<file path="src/rtl/aca_pkg.sv">
package aca_pkg;

    localparam int FRAC_BITS = 30;
    localparam int MAX_TERMS = 1023;

    localparam int ARG_W     = 32;
    localparam int ANGLE_W   = 32;
    localparam int THR_W     = 31;
    localparam int TERMS_W   = 10;
    localparam int T_W       = FRAC_BITS + 1;
    localparam int N_W       = $clog2(MAX_TERMS + 1);
    localparam int C_W       = N_W + 1;
    localparam int COEF_W    = 2 * N_W + 2;
    localparam int PROD_W    = 2 * T_W;
    localparam int DIVD_W    = T_W + COEF_W;
    localparam int CNT_W     = $clog2(T_W);
    localparam int SUM_W     = 32;

    localparam logic [T_W-1:0]     ONE_Q         = T_W'(1) << FRAC_BITS;
    localparam logic [SUM_W-1:0]   HALF_PI       = 32'h6487ED51;
    localparam logic [THR_W-1:0]   THR_RESET     = 31'd1074;
    localparam logic [ANGLE_W-1:0] ANGLE_MAX     = '1;
    localparam logic [N_W-1:0]     N_CAP         = N_W'(MAX_TERMS);
    localparam logic [COEF_W-1:0]  DEN_FIRST     = COEF_W'(6);

    typedef enum logic [8:0] {
        ST_IDLE     = 9'b000000001,
        ST_SQUARE   = 9'b000000010,
        ST_LATCH_X2 = 9'b000000100,
        ST_SCALE    = 9'b000001000,
        ST_COEF     = 9'b000010000,
        ST_DIV_LOAD = 9'b000100000,
        ST_DIV_WAIT = 9'b001000000,
        ST_ACC      = 9'b010000000,
        ST_FINISH   = 9'b100000000
    } aca_state_t;

    typedef struct packed {
        logic load_arg;
        logic do_square;
        logic latch_x2;
        logic do_scale;
        logic do_coef;
        logic div_start;
        logic acc;
        logic load_out;
    } aca_cmd_t;

    typedef struct packed {
        logic div_done;
        logic stop;
    } aca_sts_t;

endpackage

</file>
<file path="src/rtl/aca_div.sv">
module aca_div (
    input  logic                           clk,
    input  logic                           rst_n,
    input  logic                           start,
    input  logic [aca_pkg::DIVD_W-1:0]     dividend,
    input  logic [aca_pkg::COEF_W-1:0]     divisor,
    output logic                           done,
    output logic [aca_pkg::T_W-1:0]        quotient
);

    logic                          busy_reg, busy_next;
    logic                          done_reg, done_next;
    logic [aca_pkg::CNT_W-1:0]     cnt_reg, cnt_next;
    logic [aca_pkg::COEF_W-1:0]    rem_reg, rem_next;
    logic [aca_pkg::COEF_W-1:0]    den_reg, den_next;
    logic [aca_pkg::T_W-1:0]       qr_reg, qr_next;
    logic [aca_pkg::COEF_W:0]      rem_shift;
    logic [aca_pkg::COEF_W:0]      rem_diff;
    logic                          q_bit;

    // Restoring division, one quotient bit per cycle. The quotient register
    // shifts the low dividend bits out at the top and the quotient bits in.
    always_comb
    begin
        rem_shift = {rem_reg, qr_reg[aca_pkg::T_W-1]};
        rem_diff  = rem_shift - {1'b0, den_reg};
        q_bit     = (rem_shift >= {1'b0, den_reg});
        busy_next = busy_reg;
        done_next = 1'b0;
        cnt_next  = cnt_reg;
        rem_next  = rem_reg;
        den_next  = den_reg;
        qr_next   = qr_reg;
        if (start)
        begin
            busy_next = 1'b1;
            cnt_next  = '0;
            rem_next  = dividend[aca_pkg::DIVD_W-1:aca_pkg::T_W];
            den_next  = divisor;
            qr_next   = dividend[aca_pkg::T_W-1:0];
        end
        else if (busy_reg)
        begin
            rem_next = q_bit ? rem_diff[aca_pkg::COEF_W-1:0]
                             : rem_shift[aca_pkg::COEF_W-1:0];
            qr_next  = {qr_reg[aca_pkg::T_W-2:0], q_bit};
            cnt_next = cnt_reg + 1'b1;
            if (cnt_reg == aca_pkg::CNT_W'(aca_pkg::T_W - 1))
            begin
                busy_next = 1'b0;
                done_next = 1'b1;
            end
        end
    end

    always_ff @(posedge clk or negedge rst_n)
    begin
        if (!rst_n)
        begin
            busy_reg <= 1'b0;
            done_reg <= 1'b0;
            cnt_reg  <= '0;
        end
        else
        begin
            busy_reg <= busy_next;
            done_reg <= done_next;
            cnt_reg  <= cnt_next;
        end
    end

    always_ff @(posedge clk)
    begin
        rem_reg <= rem_next;
        den_reg <= den_next;
        qr_reg  <= qr_next;
    end

    assign done     = done_reg;
    assign quotient = qr_reg;

endmodule

</file>
<file path="src/rtl/aca_datapath.sv">
module aca_datapath (
    input  logic                             clk,
    input  logic                             rst_n,
    input  aca_pkg::aca_cmd_t                cmd,
    output aca_pkg::aca_sts_t                sts,
    input  logic                             cfg_write,
    input  logic [aca_pkg::THR_W-1:0]        cfg_data,
    input  logic signed [aca_pkg::ARG_W-1:0] argument,
    output logic [aca_pkg::ANGLE_W-1:0]      angle,
    output logic [aca_pkg::TERMS_W-1:0]      terms_added,
    output logic                             cap_reached
);

    logic [aca_pkg::THR_W-1:0]   thr_reg;
    logic [aca_pkg::T_W-1:0]     m_reg, x2_reg, t_reg;
    logic                        neg_reg;
    logic [aca_pkg::SUM_W-1:0]   s_reg;
    logic [aca_pkg::N_W-1:0]     n_reg;
    logic [aca_pkg::C_W-1:0]     c_reg;
    logic [aca_pkg::COEF_W-1:0]  c2_reg, d_reg;
    logic [aca_pkg::PROD_W-1:0]  prod_reg, prod_next;
    logic [aca_pkg::ANGLE_W-1:0] angle_reg, angle_next;
    logic [aca_pkg::TERMS_W-1:0] terms_reg;
    logic                        cap_reg;

    logic [aca_pkg::ARG_W-1:0]   raw;
    logic [aca_pkg::ARG_W-1:0]   mag;
    logic [aca_pkg::T_W-1:0]     m_sat;
    logic [aca_pkg::T_W-1:0]     op_a, op_b;
    logic [aca_pkg::T_W-1:0]     t_scaled;
    logic [aca_pkg::T_W-1:0]     quot;
    logic                        div_done;
    logic [aca_pkg::SUM_W:0]     sum_neg;

    assign raw   = argument;
    assign mag   = raw[aca_pkg::ARG_W-1] ? (~raw + 1'b1) : raw;
    assign m_sat = (mag > aca_pkg::ARG_W'(aca_pkg::ONE_Q)) ? aca_pkg::ONE_Q
                                                          : mag[aca_pkg::T_W-1:0];

    assign t_scaled = prod_reg[aca_pkg::FRAC_BITS+aca_pkg::T_W-1:aca_pkg::FRAC_BITS];

    // One shared multiplier serves the square, the x-squared scaling and the
    // odd-square coefficient.
    always_comb
    begin
        op_a = m_reg;
        op_b = m_reg;
        if (cmd.do_scale)
        begin
            op_a = t_reg;
            op_b = x2_reg;
        end
        else if (cmd.do_coef)
        begin
            op_a = t_scaled;
            op_b = aca_pkg::T_W'(c2_reg);
        end
        prod_next = aca_pkg::PROD_W'(op_a) * aca_pkg::PROD_W'(op_b);
    end

    aca_div u_div (
        .clk      (clk),
        .rst_n    (rst_n),
        .start    (cmd.div_start),
        .dividend (prod_reg[aca_pkg::DIVD_W-1:0]),
        .divisor  (d_reg),
        .done     (div_done),
        .quotient (quot)
    );

    assign sts.div_done = div_done;
    assign sts.stop     = (quot < thr_reg) || (n_reg == aca_pkg::N_CAP);

    always_comb
    begin
        sum_neg = {1'b0, aca_pkg::HALF_PI} + {1'b0, s_reg};
        if (neg_reg)
        begin
            angle_next = sum_neg[aca_pkg::SUM_W] ? aca_pkg::ANGLE_MAX
                                                 : sum_neg[aca_pkg::ANGLE_W-1:0];
        end
        else
        begin
            angle_next = (s_reg > aca_pkg::HALF_PI) ? '0 : (aca_pkg::HALF_PI - s_reg);
        end
    end

    always_ff @(posedge clk or negedge rst_n)
    begin
        if (!rst_n)
        begin
            thr_reg <= aca_pkg::THR_RESET;
        end
        else if (cfg_write)
        begin
            thr_reg <= cfg_data;
        end
    end

    always_ff @(posedge clk)
    begin
        if (cmd.do_square || cmd.do_scale || cmd.do_coef)
        begin
            prod_reg <= prod_next;
        end
        if (cmd.load_arg)
        begin
            m_reg   <= m_sat;
            neg_reg <= raw[aca_pkg::ARG_W-1];
            t_reg   <= m_sat;
            s_reg   <= aca_pkg::SUM_W'(m_sat);
            n_reg   <= aca_pkg::N_W'(1);
            c_reg   <= aca_pkg::C_W'(1);
            c2_reg  <= aca_pkg::COEF_W'(1);
            d_reg   <= aca_pkg::DEN_FIRST;
        end
        if (cmd.latch_x2)
        begin
            x2_reg <= t_scaled;
        end
        if (cmd.acc)
        begin
            t_reg <= quot;
            s_reg <= s_reg + aca_pkg::SUM_W'(quot);
            if (!sts.stop)
            begin
                n_reg  <= n_reg + 1'b1;
                c_reg  <= c_reg + aca_pkg::C_W'(2);
                c2_reg <= c2_reg + aca_pkg::COEF_W'({c_reg, 2'b00}) + aca_pkg::COEF_W'(4);
                d_reg  <= d_reg + aca_pkg::COEF_W'({n_reg, 3'b000}) + aca_pkg::COEF_W'(6);
            end
        end
        if (cmd.load_out)
        begin
            angle_reg <= angle_next;
            terms_reg <= n_reg[aca_pkg::TERMS_W-1:0];
            cap_reg   <= (t_reg >= thr_reg);
        end
    end

    assign angle       = angle_reg;
    assign terms_added = terms_reg;
    assign cap_reached = cap_reg;

endmodule

</file>
<file path="src/rtl/aca_ctrl.sv">
module aca_ctrl (
    input  logic              clk,
    input  logic              rst_n,
    input  logic              in_valid,
    output logic              in_ready,
    output logic              out_valid,
    input  logic              out_ready,
    output aca_pkg::aca_cmd_t cmd,
    input  aca_pkg::aca_sts_t sts
);

    aca_pkg::aca_state_t state_reg, state_next;
    logic                out_valid_reg, out_valid_next;

    always_comb
    begin
        state_next     = state_reg;
        out_valid_next = out_valid_reg;
        cmd            = '0;
        if (out_valid_reg && out_ready)
        begin
            out_valid_next = 1'b0;
        end
        case (state_reg)
            aca_pkg::ST_IDLE:
            begin
                if (in_valid)
                begin
                    cmd.load_arg = 1'b1;
                    state_next   = aca_pkg::ST_SQUARE;
                end
            end
            aca_pkg::ST_SQUARE:
            begin
                cmd.do_square = 1'b1;
                state_next    = aca_pkg::ST_LATCH_X2;
            end
            aca_pkg::ST_LATCH_X2:
            begin
                cmd.latch_x2 = 1'b1;
                state_next   = aca_pkg::ST_SCALE;
            end
            aca_pkg::ST_SCALE:
            begin
                cmd.do_scale = 1'b1;
                state_next   = aca_pkg::ST_COEF;
            end
            aca_pkg::ST_COEF:
            begin
                cmd.do_coef = 1'b1;
                state_next  = aca_pkg::ST_DIV_LOAD;
            end
            aca_pkg::ST_DIV_LOAD:
            begin
                cmd.div_start = 1'b1;
                state_next    = aca_pkg::ST_DIV_WAIT;
            end
            aca_pkg::ST_DIV_WAIT:
            begin
                if (sts.div_done)
                begin
                    state_next = aca_pkg::ST_ACC;
                end
            end
            aca_pkg::ST_ACC:
            begin
                cmd.acc    = 1'b1;
                state_next = sts.stop ? aca_pkg::ST_FINISH : aca_pkg::ST_SCALE;
            end
            aca_pkg::ST_FINISH:
            begin
                if (!out_valid_reg || out_ready)
                begin
                    cmd.load_out   = 1'b1;
                    out_valid_next = 1'b1;
                    state_next     = aca_pkg::ST_IDLE;
                end
            end
            default:
            begin
                state_next = aca_pkg::ST_IDLE;
            end
        endcase
    end

    always_ff @(posedge clk or negedge rst_n)
    begin
        if (!rst_n)
        begin
            state_reg     <= aca_pkg::ST_IDLE;
            out_valid_reg <= 1'b0;
        end
        else
        begin
            state_reg     <= state_next;
            out_valid_reg <= out_valid_next;
        end
    end

    assign in_ready  = (state_reg == aca_pkg::ST_IDLE);
    assign out_valid = out_valid_reg;

endmodule

</file>
<file path="src/rtl/arccos_series_approx_unit.sv">
// Arccos of a signed Q1.30 argument, computed as pi/2 minus the arcsin Taylor series.
// The input channel (in_valid, in_ready, argument) takes one request at a time;
// in_ready is high only while the unit is idle.
// The output channel (out_valid, out_ready, angle, terms_added, cap_reached) is
// driven from an output register, so a finished result may wait there while
// the next request is already being computed.
// The configuration channel (cfg_valid, cfg_ready, term_threshold) is always ready
// and should only be written while no request is in flight.
// Each series term costs one shared multiply for the x-squared scaling, one for
// the odd-square coefficient, and a radix-2 divider that produces the 31
// quotient bits one per cycle.
// in_ready rises in the same cycle as out_valid, so the next request can be
// accepted in that same cycle at the earliest; no new request is taken before
// the last one has finished.
// Reset idles the controller, drops out_valid and sets the term threshold to 1074.
// When the receiver stalls, the result holds in the output register; a second
// finished result waits inside the unit until the first one is taken.
module arccos_series_approx_unit (
    input  logic                             clk,
    input  logic                             rst_n,
    input  logic                             in_valid,
    output logic                             in_ready,
    input  logic signed [aca_pkg::ARG_W-1:0] argument,
    output logic                             out_valid,
    input  logic                             out_ready,
    output logic [aca_pkg::ANGLE_W-1:0]      angle,
    output logic [aca_pkg::TERMS_W-1:0]      terms_added,
    output logic                             cap_reached,
    input  logic                             cfg_valid,
    output logic                             cfg_ready,
    input  logic [aca_pkg::THR_W-1:0]        term_threshold
);

    aca_pkg::aca_cmd_t cmd;
    aca_pkg::aca_sts_t sts;

    assign cfg_ready = 1'b1;

    aca_ctrl u_ctrl (
        .clk       (clk),
        .rst_n     (rst_n),
        .in_valid  (in_valid),
        .in_ready  (in_ready),
        .out_valid (out_valid),
        .out_ready (out_ready),
        .cmd       (cmd),
        .sts       (sts)
    );

    aca_datapath u_dp (
        .clk         (clk),
        .rst_n       (rst_n),
        .cmd         (cmd),
        .sts         (sts),
        .cfg_write   (cfg_valid && cfg_ready),
        .cfg_data    (term_threshold),
        .argument    (argument),
        .angle       (angle),
        .terms_added (terms_added),
        .cap_reached (cap_reached)
    );

endmodule

</file>
<file path="config.mk">
export PLATFORM = sky130hd
export DESIGN_NAME = arccos_series_approx_unit
export DESIGN_NICKNAME = d
export VERILOG_FILES = /design/src/rtl/aca_pkg.sv /design/src/rtl/aca_div.sv /design/src/rtl/aca_datapath.sv /design/src/rtl/aca_ctrl.sv /design/src/rtl/arccos_series_approx_unit.sv
export SDC_FILE = /design/constraint.sdc
export NUM_CORES = 2
export LEC_CHECK = 0
export BUFFER_PORTS_ARGS = -buffer_cell sky130_fd_sc_hd__buf_2
export CORE_ASPECT_RATIO = 0.75
export CORE_MARGIN = 4
export CORE_UTILIZATION = 50
export DETAILED_ROUTE_END_ITERATION = 6
export PLACE_DENSITY = 0.69
export SKIP_LAST_GASP = 1
export SYNTH_ARGS = -nofsm -noshare
export SYNTH_HDL_FRONTEND = slang
export SYNTH_HIERARCHICAL = 1
export SYNTH_SLANG_ARGS = --single-unit
</file>
<file path="constraint.sdc">
create_clock -name clk -period 20.1 [get_ports clk]
set_input_delay 3.015 -clock clk [delete_from_list [all_inputs] [get_ports clk]]
set_output_delay 3.015 -clock clk [all_outputs]
set_load 0.005 [all_outputs]
</file>
* Word level (Yosys, flattened, before mapping)
Cells that the tools add are included.
** Storage, ports and cells
- Input port bits :: 68
- Bits in registers :: 418
** Cells by class
- Mux-type cells :: 56
- $mul :: 1
- $lt $le $gt $ge :: 5
- Equal/unequal tests :: 14
- Add/subtract/negate cells :: 12
- Reduce and logical (&&, ||, !) cells :: 9
- Bitwise operators :: 1
** Operator list (count)
- $mux W31 :: 9
- $mux W22 :: 9
- $mux W32 :: 6
- $pmux W9 S9 :: 1
- $gt A32 B31 Y1 const B :: 2
- $mul A31 B31 Y61 :: 1
- $add A22 B13 Y22 :: 2
- $add A22 B3 Y22 const B :: 2
- $mux W9 :: 4
- $add A31 B32 Y33 const A :: 1
- $mux W11 :: 3
- $add A32 B1 Y32 const B :: 1
- $add A32 B31 Y32 :: 1
- $not A32 Y32 :: 1
- $sub A31 B32 Y32 const A :: 1
- $ge A31 B31 Y1 :: 1
- $lt A31 B31 Y1 :: 1
- $mux W10 :: 3
- $ge A23 B22 Y1 :: 1
- $sub A22 B22 Y22 :: 1
- $mux W1 :: 19
- $add A11 B2 Y11 const B :: 1
- $add A10 B1 Y10 const B :: 1
- $eq A10 B10 Y1 const B :: 1
- 19 further kinds :: 25

* Logic depth before layout (Yosys ltp)
- Word-level depth :: 7
- Mapped depth :: 38
- Mapped depth without buffers :: 33

* Cells and area by module
The synthesis kept the hierarchy.
** Modules (own cells, without submodules)
- aca_datapath :: area an instance 49098.3 um^2, cells an instance 5423, instances 1
- aca_div :: area an instance 4789.6 um^2, cells an instance 406, instances 1
- aca_ctrl :: area an instance 604.3 um^2, cells an instance 57, instances 1
- arccos_series_approx_unit :: area an instance 11.3 um^2, cells an instance 2, instances 1

* Worst setup path after synthesis
No wires, ideal clock.
- Path kind :: register -> register
- Start :: register u_ctrl.state_reg[5]
- End :: register u_dp/prod_reg[42] (netlist bit), data pin
- Slack :: 10.780 ns
- Cell stages (with the launch flop) :: 30
- Arrival time :: 9.059 ns
- Required time :: 19.839 ns
- Setup time :: 0.261 ns
- Path through :: dfrtp_1 nor4b_1 nor2b_1 clkbuf_1 clkbuf_1 clkbuf_1 a21oi_1 o21ai_1 clkbuf_1 nand2_1 fa_1 fa_1 fa_1 fa_1 inv_1 fa_1 fa_1 fa_1 fa_1 ha_1 clkbuf_1 a21o_1 o21bai_1 a311oi_1 nand3b_1 o21ai_0 o21ai_0 a211o_1 a31o_2 xor2_1
** RTL lines
- start, declared :: RTL line aca_ctrl.sv:12 : aca_pkg::aca_state_t state_reg, state_next;
- start signal, assigned :: RTL line aca_ctrl.sv:90 : state_reg <= aca_pkg::ST_IDLE;
- start signal, assigned :: RTL line aca_ctrl.sv:95 : state_reg <= state_next;
- end signal, assigned :: RTL line aca_datapath.sv:104 : prod_reg <= prod_next;
- end, declared :: RTL line aca_datapath.sv:21 : logic [aca_pkg::PROD_W-1:0] prod_reg, prod_next;

==> impl_metrics.ini <==
[floorplan]
core_ar_um2 = 108000
io-pin-count = 114
rows = 104
floorplan.die_area_um2 = 114000
die_w_um = 389
fp.dieH_um = 294
start_util_pct = 50.6

[synthesis]
syn-instance-count = 5888
postSynth.topFlopCell = sky130_fd_sc_hd__edfxtp_1
synthesis.yosys.warnings = 6
number_of_synthesized_flops_with_an_enable_pin = 309
synth_area_per_cell_um2 = 9.26
synth-seq-cells = 418
synth_fp_nets = 7199
synth_cell_types = 100
share_of_synthesized_area_occupied_by_flip_flops_and_latches_pct = 21.5
ys_async_sr_fraction_pct = 11.5
netlist_area_um2 = 54500

[detailed_routing]
drt_drc_violations_left = 0
drt-pass1-iter-count = 7
vias = 44300
avgRoutedWirePerCell_um = 25.4
detail-route-antenna-nets = 0
vias_per_cell = 6.04
drt_iter0_drc = 5165
route.final.wire_length_um = 186000

[worst_setup_path]
critical_path.reg2reg.startpoint = u_ctrl/state_reg[5]
criticalPathCategory = flop to flop
max_stage_delay_ns = 1.26
worst_path_max_delay_cell = sky130_fd_sc_hd__o21ai_1
path_max_fanout = 50
critPathLaunchType = flop
r2r_end = u_dp/prod_reg[42]
dominant_cell_type_by_count_on_the_critical_path = sky130_fd_sc_hd__fa_1
critical_path_required_ns = 20.43
worstSetupEndpointType = flop
critical_path_arrival_ns = 11.92
ff2ff_setup_slack_ns = 8.51
ff2ff_path_depth = 29

[clocking]
clock_tree.htree_level_count = 2
maximum_buffer_depth_of_the_clock_tree = 3
cts_sinks = 418
clk_pin_slew_worst_paths_ns = 0.07
cts_root_buffer = sky130_fd_sc_hd__clkbuf_16
cts_tree = yes
tritoncts.num_buffers = 41
cts_repair_resize_count = 0
cts_hold_buf = 0
clk-insertion-delay-late_ns = 0.59
post_cts_buffers = 0

[min_path]
origin_of_the_worst_min_delay_path = u_dp/d_reg[0]
hold_end = u_dp/u_div/den_reg[0]
hold-path-cell-count = 0
worst_hold_path_type = flop to flop

[global_routing]
groute.usage.overall_pct = 32.8
grt_first_pass_wirelength_um = 281000
antenna_found_initial = 9
grt_max_degree = 81
overflow = 0
first_global_vias = 43900

[timing]
timing_hold_violations_final = 0
setup_tns_ns = 0
grt_setup_unrepaired = false
fraction_of_the_cycle_the_final_worst_path_needs_pct = 57.7
max_freq_mhz = 86.3
worst_slew_pin_slew_ns = 1.58
fin_worst_skew_ns = 0.0242
slew_viol_final = 11
final.min_clock_period_ns = 11.59
timing.slew.headroom_pct = -6.29
setup_viol_count_final = 0
fin_ws_ns = 8.51

[outcome]
violations = capacitance limit, slew limit
status = finished with violations

[place]
place.detailed.hpwl_um = 145000
gp_congestion = 1.02
place_ws_ns = 8.82
placed_cells = 7256
port_buffers = 112

[job]
drv.max_cap_violation_count = 1

[finish]
final-instance-count-excl-fill = 7334
final_net_count = 7179
largest_register_ff_count = 61
fill_cells = 9722
layout-drive-gt1-share_pct = 7.35
area_delta_synth_final_pct = 6.68
## worst max-delay path by stage
stage / start / to / slack, ns
final: u_ctrl/state_reg[5] / u_dp/prod_reg[42] / 8.51
after global routing: u_ctrl/state_reg[5] / u_dp/prod_reg[46] / 7.84
after CTS: u_ctrl/state_reg[5] / u_dp/prod_reg[42] / 8.79
after detailed placement: u_ctrl/state_reg[5] / u_dp/prod_reg[42] / 8.82
after global placement: u_ctrl/state_reg[5] / u_dp/prod_reg[42] / 8.93
after floorplan: u_ctrl/state_reg[5] / u_dp/prod_reg[42] / 10.78
## layer usage
layer	global-route usage, %	wire, um	vias up
met5	0	51	-
met4	9.11	6740	6
met3	12.1	28100	432
met2	46.0	74900	2706
met1	47.6	76400	22100
li1	-	-	19100
## layout by cell type (no fill, tap or decap), types with 61 or more instances in the layout
cell	Yosys	final
sky130_fd_sc_hd__edfxtp_1	309	309
sky130_fd_sc_hd__dfxtp_1	61	61
sky130_fd_sc_hd__nand3_1	79	79
sky130_fd_sc_hd__o21ai_0	246	221
sky130_fd_sc_hd__o21a_1	76	76
sky130_fd_sc_hd__nand2_1	737	736
sky130_fd_sc_hd__ha_1	404	404
sky130_fd_sc_hd__xnor2_1	81	81
sky130_fd_sc_hd__buf_2	12	112
sky130_fd_sc_hd__inv_1	913	913
sky130_fd_sc_hd__xor2_1	76	76
sky130_fd_sc_hd__fa_1	839	839
sky130_fd_sc_hd__nor2_1	626	624
sky130_fd_sc_hd__buf_4	4	120
sky130_fd_sc_hd__a21o_1	92	92
sky130_fd_sc_hd__a21oi_1	228	224
## critical path, delay by kind of cell, from the launching register on
| family | cells | cell delay, ns |
|---|---|---|
| adders and majority gates | 9 | 4.30 |
| DFF | 1 | 0.46 |
| AOI/OAI and AO/OA | 9 | 3.72 |
| buffers and inverters | 6 | 0.89 |
| and+or+nand+nor | 4 | 1.78 |
| xor gates and xnor gates | 1 | 0.13 |
## cell usage after synthesis, types with 11 or more instances
cell                       count  area share, %
sky130_fd_sc_hd__mux2i_1      11           0.20
sky130_fd_sc_hd__nor4_1       13           0.15
sky130_fd_sc_hd__o21a_1       76            1.0
sky130_fd_sc_hd__a21oi_1     228            2.1
sky130_fd_sc_hd__nor3b_1      18           0.25
sky130_fd_sc_hd__buf_2        12           0.11
sky130_fd_sc_hd__nor2b_1      50           0.57
sky130_fd_sc_hd__dfxtp_1      61            2.2
sky130_fd_sc_hd__nand4_1      46           0.53
sky130_fd_sc_hd__a21o_1       92            1.3
sky130_fd_sc_hd__o21ai_1      42           0.39
sky130_fd_sc_hd__and2_1       28           0.32
sky130_fd_sc_hd__fa_1        839             31
sky130_fd_sc_hd__clkbuf_1    253            1.7
sky130_fd_sc_hd__a31oi_1      30           0.34
sky130_fd_sc_hd__ha_1        404            9.3
sky130_fd_sc_hd__o21bai_1     18           0.25
sky130_fd_sc_hd__a211o_1      17           0.27
sky130_fd_sc_hd__or3_1        27           0.31
sky130_fd_sc_hd__nand3_1      79           0.73
sky130_fd_sc_hd__a311oi_1     11           0.18
sky130_fd_sc_hd__nand2b_1     48           0.55
sky130_fd_sc_hd__inv_1       913            6.3
sky130_fd_sc_hd__nor3_1       41           0.38
sky130_fd_sc_hd__nor2_1      626            4.3
sky130_fd_sc_hd__or2_2        12           0.14
sky130_fd_sc_hd__mux2_2       46           0.95
sky130_fd_sc_hd__o211ai_1     32           0.44
sky130_fd_sc_hd__edfxtp_1    309             17
sky130_fd_sc_hd__a211oi_1     18           0.25
sky130_fd_sc_hd__o31ai_1      17           0.23
sky130_fd_sc_hd__and3_1       42           0.48
sky130_fd_sc_hd__dfrtp_1      43            2.0
sky130_fd_sc_hd__buf_1        21           0.14
sky130_fd_sc_hd__nand2_1     737            5.1
sky130_fd_sc_hd__o21ai_0     246            2.3
sky130_fd_sc_hd__xnor2_1      81            1.3
sky130_fd_sc_hd__a21boi_0     13           0.18
sky130_fd_sc_hd__o22ai_1      29           0.33
sky130_fd_sc_hd__xor2_1       76            1.2
## kinds of logic after synthesis
kind of cell    count (synthesis)  share of synthesized area [%]
other cells                     1                        0.00688
mux                            57                           1.15
simple gates                 1826                           14.8
xor+xnor                      157                           2.52
buf+inv                      1209                           8.44
compound gates                977                           11.5
fa+ha+maj                    1243                           40.1
flops                         418                           21.5
## area by class of cell
cell class	count	area, um^2	area share, %
Clock buffer	59	1230	2.11
Tap cell	1431	1790	3.08
Sequential cell	418	11700	20.1
Timing Repair Buffer	232	1460	2.51
Clock inverter	17	203	0.349
Multi-Input combinational cell	4261	38300	65.9
Inverter	914	3430	5.90
Antenna cell	2	5.00	0.00861
## stage by stage
step                hold WS (ns)  area, um^2  utilization [%]
floorplan                  0.406       54500                -
global placement           0.429       56700             52.6
detailed placement         0.433       56700             52.6
CTS                        0.449       58100             54.0
global route               0.467       58100             54.0
finish                     0.449       58100             54.0
Power is left out: the tool's default activity adds up to more than one toggle a clock period on the data nets, which glitch-free logic cannot reach.
